$ cat src/sv/aesks_pkg.sv
// aes-128 key schedule package: s-box table, round constants, sizes
// no dependencies; used by aes128_key_expansion
`timescale 1ns / 1ps

package aesks_pkg;

    localparam int KEY_BYTES = 16;
    localparam logic [3:0] LAST_ROUND = 4'd10;

    typedef logic [7:0] byte_t;
    typedef logic [3:0] round_t;
    typedef logic [3:0] byte_idx_t;

    typedef struct packed {
        logic      busy;
        round_t    round;
        byte_idx_t idx;
    } ctrl_t;

    localparam byte_t SBOX [256] = '{
        8'h63, 8'h7c, 8'h77, 8'h7b, 8'hf2, 8'h6b, 8'h6f, 8'hc5,
        8'h30, 8'h01, 8'h67, 8'h2b, 8'hfe, 8'hd7, 8'hab, 8'h76,
        8'hca, 8'h82, 8'hc9, 8'h7d, 8'hfa, 8'h59, 8'h47, 8'hf0,
        8'had, 8'hd4, 8'ha2, 8'haf, 8'h9c, 8'ha4, 8'h72, 8'hc0,
        8'hb7, 8'hfd, 8'h93, 8'h26, 8'h36, 8'h3f, 8'hf7, 8'hcc,
        8'h34, 8'ha5, 8'he5, 8'hf1, 8'h71, 8'hd8, 8'h31, 8'h15,
        8'h04, 8'hc7, 8'h23, 8'hc3, 8'h18, 8'h96, 8'h05, 8'h9a,
        8'h07, 8'h12, 8'h80, 8'he2, 8'heb, 8'h27, 8'hb2, 8'h75,
        8'h09, 8'h83, 8'h2c, 8'h1a, 8'h1b, 8'h6e, 8'h5a, 8'ha0,
        8'h52, 8'h3b, 8'hd6, 8'hb3, 8'h29, 8'he3, 8'h2f, 8'h84,
        8'h53, 8'hd1, 8'h00, 8'hed, 8'h20, 8'hfc, 8'hb1, 8'h5b,
        8'h6a, 8'hcb, 8'hbe, 8'h39, 8'h4a, 8'h4c, 8'h58, 8'hcf,
        8'hd0, 8'hef, 8'haa, 8'hfb, 8'h43, 8'h4d, 8'h33, 8'h85,
        8'h45, 8'hf9, 8'h02, 8'h7f, 8'h50, 8'h3c, 8'h9f, 8'ha8,
        8'h51, 8'ha3, 8'h40, 8'h8f, 8'h92, 8'h9d, 8'h38, 8'hf5,
        8'hbc, 8'hb6, 8'hda, 8'h21, 8'h10, 8'hff, 8'hf3, 8'hd2,
        8'hcd, 8'h0c, 8'h13, 8'hec, 8'h5f, 8'h97, 8'h44, 8'h17,
        8'hc4, 8'ha7, 8'h7e, 8'h3d, 8'h64, 8'h5d, 8'h19, 8'h73,
        8'h60, 8'h81, 8'h4f, 8'hdc, 8'h22, 8'h2a, 8'h90, 8'h88,
        8'h46, 8'hee, 8'hb8, 8'h14, 8'hde, 8'h5e, 8'h0b, 8'hdb,
        8'he0, 8'h32, 8'h3a, 8'h0a, 8'h49, 8'h06, 8'h24, 8'h5c,
        8'hc2, 8'hd3, 8'hac, 8'h62, 8'h91, 8'h95, 8'he4, 8'h79,
        8'he7, 8'hc8, 8'h37, 8'h6d, 8'h8d, 8'hd5, 8'h4e, 8'ha9,
        8'h6c, 8'h56, 8'hf4, 8'hea, 8'h65, 8'h7a, 8'hae, 8'h08,
        8'hba, 8'h78, 8'h25, 8'h2e, 8'h1c, 8'ha6, 8'hb4, 8'hc6,
        8'he8, 8'hdd, 8'h74, 8'h1f, 8'h4b, 8'hbd, 8'h8b, 8'h8a,
        8'h70, 8'h3e, 8'hb5, 8'h66, 8'h48, 8'h03, 8'hf6, 8'h0e,
        8'h61, 8'h35, 8'h57, 8'hb9, 8'h86, 8'hc1, 8'h1d, 8'h9e,
        8'he1, 8'hf8, 8'h98, 8'h11, 8'h69, 8'hd9, 8'h8e, 8'h94,
        8'h9b, 8'h1e, 8'h87, 8'he9, 8'hce, 8'h55, 8'h28, 8'hdf,
        8'h8c, 8'ha1, 8'h89, 8'h0d, 8'hbf, 8'he6, 8'h42, 8'h68,
        8'h41, 8'h99, 8'h2d, 8'h0f, 8'hb0, 8'h54, 8'hbb, 8'h16
    };

    // round constant used when building round key r
    function automatic byte_t rcon(input round_t r);
        byte_t v;
        unique case (r)
            4'd1:    v = 8'h01;
            4'd2:    v = 8'h02;
            4'd3:    v = 8'h04;
            4'd4:    v = 8'h08;
            4'd5:    v = 8'h10;
            4'd6:    v = 8'h20;
            4'd7:    v = 8'h40;
            4'd8:    v = 8'h80;
            4'd9:    v = 8'h1b;
            4'd10:   v = 8'h36;
            default: v = 8'h00;
        endcase
        return v;
    endfunction

endpackage

$ cat src/sv/aes128_key_expansion.sv
// aes-128 key expansion, byte-serial: one schedule byte per clock unless a finished round key is held
// depends on aesks_pkg (s-box table, round constants)
`timescale 1ns / 1ps

// Takes one 128-bit cipher key per request and returns the 11 round keys,
// round 0 first, with m_last_round set on round 10. The schedule is computed
// one byte per clock through a 16-byte shift register with a single s-box
// lookup, held only while a finished round key waits for the output
// register. A taken key is registered in the shift line and control state
// before round 0 is loaded into the output register; the next key can be
// taken once round 10 is loaded there. The output register lets the next
// round be computed while a round key waits for m_ready; a stall that lasts
// until the next round key is complete holds the engine. One key at a time.
module aes128_key_expansion (
    input  logic        aclk,
    input  logic        aresetn,
    input  logic        s_valid,
    output logic        s_ready,
    input  logic [63:0] s_key_high,
    input  logic [63:0] s_key_low,
    output logic        m_valid,
    input  logic        m_ready,
    output logic [3:0]  m_round_number,
    output logic [63:0] m_round_key_high,
    output logic [63:0] m_round_key_low,
    output logic        m_last_round
);

    // byte 0 of the key sits at index 0, the head of the shift line
    logic [0:aesks_pkg::KEY_BYTES-1][7:0] sreg_reg, sreg_next;
    aesks_pkg::ctrl_t ctrl_reg, ctrl_next;

    logic                      out_valid_reg, out_valid_next;
    aesks_pkg::round_t         out_round_reg, out_round_next;
    logic [127:0]              out_key_reg, out_key_next;
    logic                      out_last_reg, out_last_next;

    logic             accept;
    logic             emit;
    logic             out_free;
    logic             step;
    aesks_pkg::byte_t tap;
    aesks_pkg::byte_t sub;
    aesks_pkg::byte_t t;
    aesks_pkg::byte_t new_byte;
    aesks_pkg::round_t next_round;

    assign s_ready  = !ctrl_reg.busy;
    assign accept   = s_valid && s_ready;
    assign out_free = !out_valid_reg || m_ready;
    // a full round key sits in the shift line when the byte index is zero
    assign emit     = ctrl_reg.busy && (ctrl_reg.idx == '0) && out_free;
    assign step     = ctrl_reg.busy && ((ctrl_reg.idx != '0)
                      || (emit && (ctrl_reg.round != aesks_pkg::LAST_ROUND)));
    assign next_round = ctrl_reg.round + 4'd1;

    // first word bytes take rotated last word: old bytes 13,14,15 then 12
    always_comb begin
        if (ctrl_reg.idx == 4'd3) begin
            tap = sreg_reg[9];
        end else begin
            tap = sreg_reg[13];
        end
    end

    assign sub = aesks_pkg::SBOX[tap];

    always_comb begin
        priority if (ctrl_reg.idx == '0) begin
            t = sub ^ aesks_pkg::rcon(next_round);
        end else if (ctrl_reg.idx < 4'd4) begin
            t = sub;
        end else begin
            // new byte four places back
            t = sreg_reg[12];
        end
    end

    assign new_byte = sreg_reg[0] ^ t;

    always_comb begin
        sreg_next      = sreg_reg;
        ctrl_next      = ctrl_reg;
        out_valid_next = out_valid_reg;
        out_round_next = out_round_reg;
        out_key_next   = out_key_reg;
        out_last_next  = out_last_reg;

        if (out_valid_reg && m_ready) begin
            out_valid_next = 1'b0;
        end

        if (accept) begin
            sreg_next      = {s_key_high, s_key_low};
            ctrl_next.busy  = 1'b1;
            ctrl_next.round = '0;
            ctrl_next.idx   = '0;
        end

        if (emit) begin
            out_valid_next = 1'b1;
            out_round_next = ctrl_reg.round;
            out_key_next   = sreg_reg;
            out_last_next  = (ctrl_reg.round == aesks_pkg::LAST_ROUND);
            if (ctrl_reg.round == aesks_pkg::LAST_ROUND) begin
                ctrl_next.busy = 1'b0;
            end
        end

        if (step) begin
            sreg_next     = {sreg_reg[1:aesks_pkg::KEY_BYTES-1], new_byte};
            ctrl_next.idx = ctrl_reg.idx + 4'd1;
            if (ctrl_reg.idx == 4'(aesks_pkg::KEY_BYTES - 1)) begin
                ctrl_next.round = next_round;
            end
        end
    end

    always_ff @(posedge aclk) begin
        if (!aresetn) begin
            ctrl_reg      <= '0;
            out_valid_reg <= 1'b0;
        end else begin
            ctrl_reg      <= ctrl_next;
            out_valid_reg <= out_valid_next;
        end
    end

    always_ff @(posedge aclk) begin
        sreg_reg      <= sreg_next;
        out_round_reg <= out_round_next;
        out_key_reg   <= out_key_next;
        out_last_reg  <= out_last_next;
    end

    assign m_valid          = out_valid_reg;
    assign m_round_number   = out_round_reg;
    assign m_round_key_high = out_key_reg[127:64];
    assign m_round_key_low  = out_key_reg[63:0];
    assign m_last_round     = out_last_reg;

    a_accept_starts: assert property (@(posedge aclk) disable iff (!aresetn)
        accept |=> ctrl_reg.busy && ctrl_reg.round == '0 && ctrl_reg.idx == '0)
        else $error("request did not start round zero");

    a_round_range: assert property (@(posedge aclk) disable iff (!aresetn)
        ctrl_reg.busy |-> ctrl_reg.round <= aesks_pkg::LAST_ROUND)
        else $error("round counter past last round");

    a_byte_advances: assert property (@(posedge aclk) disable iff (!aresetn)
        ctrl_reg.busy && ctrl_reg.idx != '0
        |=> ctrl_reg.idx == 4'($past(ctrl_reg.idx) + 4'd1))
        else $error("byte index did not advance");

    a_last_ends: assert property (@(posedge aclk) disable iff (!aresetn)
        emit && ctrl_reg.round == aesks_pkg::LAST_ROUND
        |=> !ctrl_reg.busy && m_valid && m_last_round)
        else $error("last round key did not end the run");

    a_last_flag: assert property (@(posedge aclk) disable iff (!aresetn)
        m_valid |-> (m_last_round == (m_round_number == aesks_pkg::LAST_ROUND)))
        else $error("last flag disagrees with round number");

endmodule
$ cat config.mk
export PLATFORM = sky130hd
export DESIGN_NAME = aes128_key_expansion
export DESIGN_NICKNAME = d
export VERILOG_FILES = /design/src/sv/aesks_pkg.sv /design/src/sv/aes128_key_expansion.sv
export SDC_FILE = /design/constraint.sdc
export NUM_CORES = 1
export LEC_CHECK = 0
export BUFFER_PORTS_ARGS = -buffer_cell sky130_fd_sc_hd__buf_2
export CORE_UTILIZATION = 40
export DETAILED_ROUTE_END_ITERATION = 8
export HOLD_SLACK_MARGIN = 0.06
export PLACE_DENSITY = 0.68
export SYNTH_ARGS = -nofsm -noshare
export SYNTH_HDL_FRONTEND = slang
export SYNTH_SLANG_ARGS = --single-unit
$ cat constraint.sdc
create_clock -name aclk -period 13.25 [get_ports aclk]
set_clock_uncertainty 0.15 [all_clocks]
set_input_delay 1.325 -clock aclk [delete_from_list [all_inputs] [get_ports aclk]]
set_output_delay 1.325 -clock aclk [all_outputs]
set_load 0.05 [all_outputs]
==> metrics.md <==
| Metric | Value |
|---|---|
| Status | complete, but fails checks |
| Violated checks | design-rule violations |
| Overflow after GRT | 0 |
| DRT Pass-1 Iters | 9 |
| Crit start category | flop |
| Combinational family with the most area after synthesis | simple AND/OR/NAND/NOR gates |
| CORE AREA | between 30000 and 40000 µm² |
| CTS Sinks | 271 |
| Fraction of registers with async set/reset | 0% |
| Post-synthesis mux area share | 3.04% |
| Worst EP required | around 13000 ps |
| Setup TNS | 0 ps |
| # H-tree levels | 1 |
| DP Area | 16200 µm² |
| Initial Util | about two fifths |
| Skew-Pair Late Insertion Delay | 560 ps |
| CTS tree | yes |
| Yosys warning count | 0 |
| Seq/Total Area, Yosys | a little under three fifths |
| Pre-CTS worst setup slack | between 7000 and 8000 ps |
| Final Max Tran Viols | 0 |
| Worst-path clk slew | ~60 ps |
| Die Width | 192 µm |
| Xor/xnor share of the synthesized area | 1.87% |
| 1st-iter DRT viols | around 1.9k |
| Synth unique cells | 71 |
| Total GRT Usage | between 20% and 30% |
| Nets | 1824 |
| Worst path arrival time | ~5700 ps |
| Fin area | 17100 µm² |
| I/O Buffers | approximately 270 |
| Setup-failing EPs final | 0 |
| Power Dens Cells | about 150 nW/µm² |
| Max Freq | between 150 and 200 MHz |
| EDFF count, synth | roughly 260 |
| Layout cells sized above 1 | 21.8% |
| Final wirelength | roughly 56 mm |
| Ys flop type | edfxtp_1 |
| Max_cap viols | 0 |
| RSZ-0062 raised after global routing | false |
| Mean post-synth cell area | 9.92 µm² |
| CP max FO | 24 |
| Number of synthesized register bits | 271 |
| Clock Path Buffers | 3 |
| Net Count, Synth | roughly 1.6k |
| Post-synthesis compound-gate area fraction | 15.0% |
| Leak | about 0.0069 µW |
| DP HPWL | 39.1 mm |
| Adder-Cell Fraction of Synth Area | between 1 and 1.5% |
| Worst hold path class | reg2reg |
| Crit share post-route | about two fifths |
| Worst-Margin Slew | about 1200 ps |
| Mapped cell area | between 10000 and 15000 µm² |
| Root Buffer | clkbuf_16 |
| Final setup margin | about 7700 ps |
| Largest net degree at the start of global routing | 94 |
| Avg WL per Cell | 25.8 µm |
| DRC violations left | 120 |
| Ports | roughly 270 |
| Row count | 69 |
| Global-route wire length before repair | 80.4 mm |
| Die ar. | 37000 µm² |
| Critical path class | reg2reg |
| Fillers | 3285 |
| Post-Syn Instances | around 1.5k |
| Die H | roughly 190 µm |
| Initial antenna violation count | 5 |
| Crit end category | flop |
| Vias in the first global route | approximately 12k |
| Period minus WS final | between 5000 and 6000 ps |
| Slew margin rel. | between 10% and 20% |
| Post-synthesis simple-gate area fraction | 19.2% |
| Endpoints failing hold | 0 |
| Number of post-CTS setup repair buffers | 0 |
| Antenna Nets Post-Route | 0 |
| Routability cong. | around 1.1 |
| Post-cts resize count | 0 |
| Total number of vias | between 10k and 15k |
| Syn-to-layout area delta | 17.7% |
| Post-CTS Hold Fix Bufs | 0 |
| CTS Buf Count | 26 |
| Vias per inst | between 6 and 7 |
| Worst IR drop on VDD | between 0.1 and 0.15 mV |
-- placed cells by master (no fill, tap or decap), types with 6 or more instances in the layout --
| cell type | synthesis | layout |
|---|---|---|
| mux2i_2 | 5 | 6 |
| nand3b_1 | 8 | 8 |
| mux2i_1 | 18 | 16 |
| a21oi_1 | 73 | 73 |
| o32ai_1 | 8 | 8 |
| nand2_1 | 432 | 431 |
| o311ai_0 | 7 | 7 |
| o211ai_1 | 12 | 12 |
| o22ai_1 | 12 | 12 |
| xnor2_1 | 24 | 24 |
| edfxtp_1 | 261 | 261 |
| nor2b_1 | 16 | 16 |
| nand3_1 | 37 | 37 |
| nor2_1 | 55 | 54 |
| o21ai_0 | 78 | 77 |
| nor3_1 | 32 | 31 |
| inv_1 | 20 | 20 |
| buf_2 | 21 | 266 |
| mux2_2 | 11 | 11 |
| clkbuf_16 | 0 | 26 |
| a311oi_1 | 17 | 17 |
| and2_1 | 12 | 12 |
| ha_1 | 17 | 17 |
| o221ai_1 | 9 | 9 |
| nand4_1 | 13 | 13 |
| nand2b_1 | 16 | 16 |
| diode_2 | 0 | 6 |
| dfxtp_1 | 10 | 10 |
| o31ai_1 | 9 | 9 |
| a31oi_1 | 19 | 19 |
| buf_4 | 3 | 31 |
| xor2_1 | 7 | 7 |
| a211oi_1 | 17 | 16 |
| nor3b_1 | 8 | 7 |
| a211o_1 | 7 | 7 |
| a221oi_1 | 10 | 10 |
-- logic make-up (layout without fill, tap and decap cells) --
family	count (synthesis)	after routing
simple gates	648	648
compound gates	325	325
flops	271	271
buf+inv	133	365
mux	38	38
xor+xnor	31	31
fa+ha+maj	17	17
other cells	0	6
-- worst max-delay path, cell delays in order (launching register included) --
cell,delay [ps]
dfxtp_1,400
ha_1,260
or3b_4,530
mux2i_1,760
inv_1,240
ha_1,350
buf_4,230
nand2_1,110
a2bb2oi_1,950
nand2_1,310
o22ai_1,210
a221oi_1,100
o311ai_1,410
xnor2_1,160
o21ai_0,100
-- layout make-up --
class	count	area [µm²]	share of cell area [%]
Tap cell	461	577	3.38
Timing Repair Buffer	297	1560	9.16
Sequential cell	271	8040	47.1
Clock inverter	16	185	1.08
Inverter	20	75.1	0.440
Clock buffer	32	683	4.00
Antenna cell	6	15.0	0.0879
Multi-Input combinational cell	1059	5940	34.8
-- path summary, 6_finish.rpt --
kind	end	slack (ps)	cells after the start	startpoint
worst max-delay path	sreg_reg[5]$_DFFE_PP_	7690	14	ctrl_reg[0]$_SDFFE_PN0P_
worst min-delay path	out_key_reg[40]$_DFFE_PP_	300	0	sreg_reg[40]$_DFFE_PP_
worst max register to register	sreg_reg[5]$_DFFE_PP_	7690	14	ctrl_reg[0]$_SDFFE_PN0P_
worst min register to register	out_key_reg[40]$_DFFE_PP_	300	0	sreg_reg[40]$_DFFE_PP_
-- synthesized netlist by cell type (8+ instances only) --
cell type / instances / area share, %
xnor2_1: 24 / 1.4
dfxtp_1: 10 / 1.4
o32ai_1: 8 / 0.48
nor2_1: 55 / 1.4
o31ai_1: 9 / 0.47
inv_1: 20 / 0.52
nand2_1: 432 / 11
a311oi_1: 17 / 1.0
nand2b_1: 16 / 0.69
mux2i_1: 18 / 1.2
nand3b_1: 8 / 0.41
nor3_1: 32 / 1.1
o221ai_1: 9 / 0.54
nand3_1: 37 / 1.3
and2_1: 12 / 0.52
ha_1: 17 / 1.5
a31oi_1: 19 / 0.82
buf_2: 21 / 0.72
mux2_2: 11 / 0.85
a221oi_1: 10 / 0.60
nand4_1: 13 / 0.56
a21oi_1: 73 / 2.5
nor2b_1: 16 / 0.69
a211oi_1: 17 / 0.88
clkbuf_1: 79 / 2.0
o21ai_0: 78 / 2.7
o22ai_1: 12 / 0.52
edfxtp_1: 261 / 54
o211ai_1: 12 / 0.62
nor3b_1: 8 / 0.41
-- through the flow --
stage | util (%) | total power [µW] | hold WS [ps] | cells
4_1_cts | 47.9 | 2540 | 293 | 2156
6_report | 47.9 | 2550 | 298 | 2162
3_3_place_gp | 45.4 | 1800 | 278 | 2108
5_1_grt | 47.9 | 2630 | 304 | 2161
2_1_floorplan | - | 1560 | 256 | 1463
3_5_place_dp | 45.4 | 1790 | 282 | 2108
-- power by group --
group | switching, µW | leakage [µW] | internal, µW | total [µW]
Combinational | 509 | 0.00385 | 181 | 689
Clock | 323 | 0.000417 | 429 | 752
Sequential | 50.6 | 0.00261 | 1060 | 1110
-- metal layers --
layer	up-vias	track usage (%)	wire length, µm
met3	150	5.31	5120
met5	-	0	0
li1	5758	-	-
met1	6329	39.6	22700
met2	759	45.9	25300
met4	0	13.8	2730
Note: power is estimated with default switching activity, not from simulation.
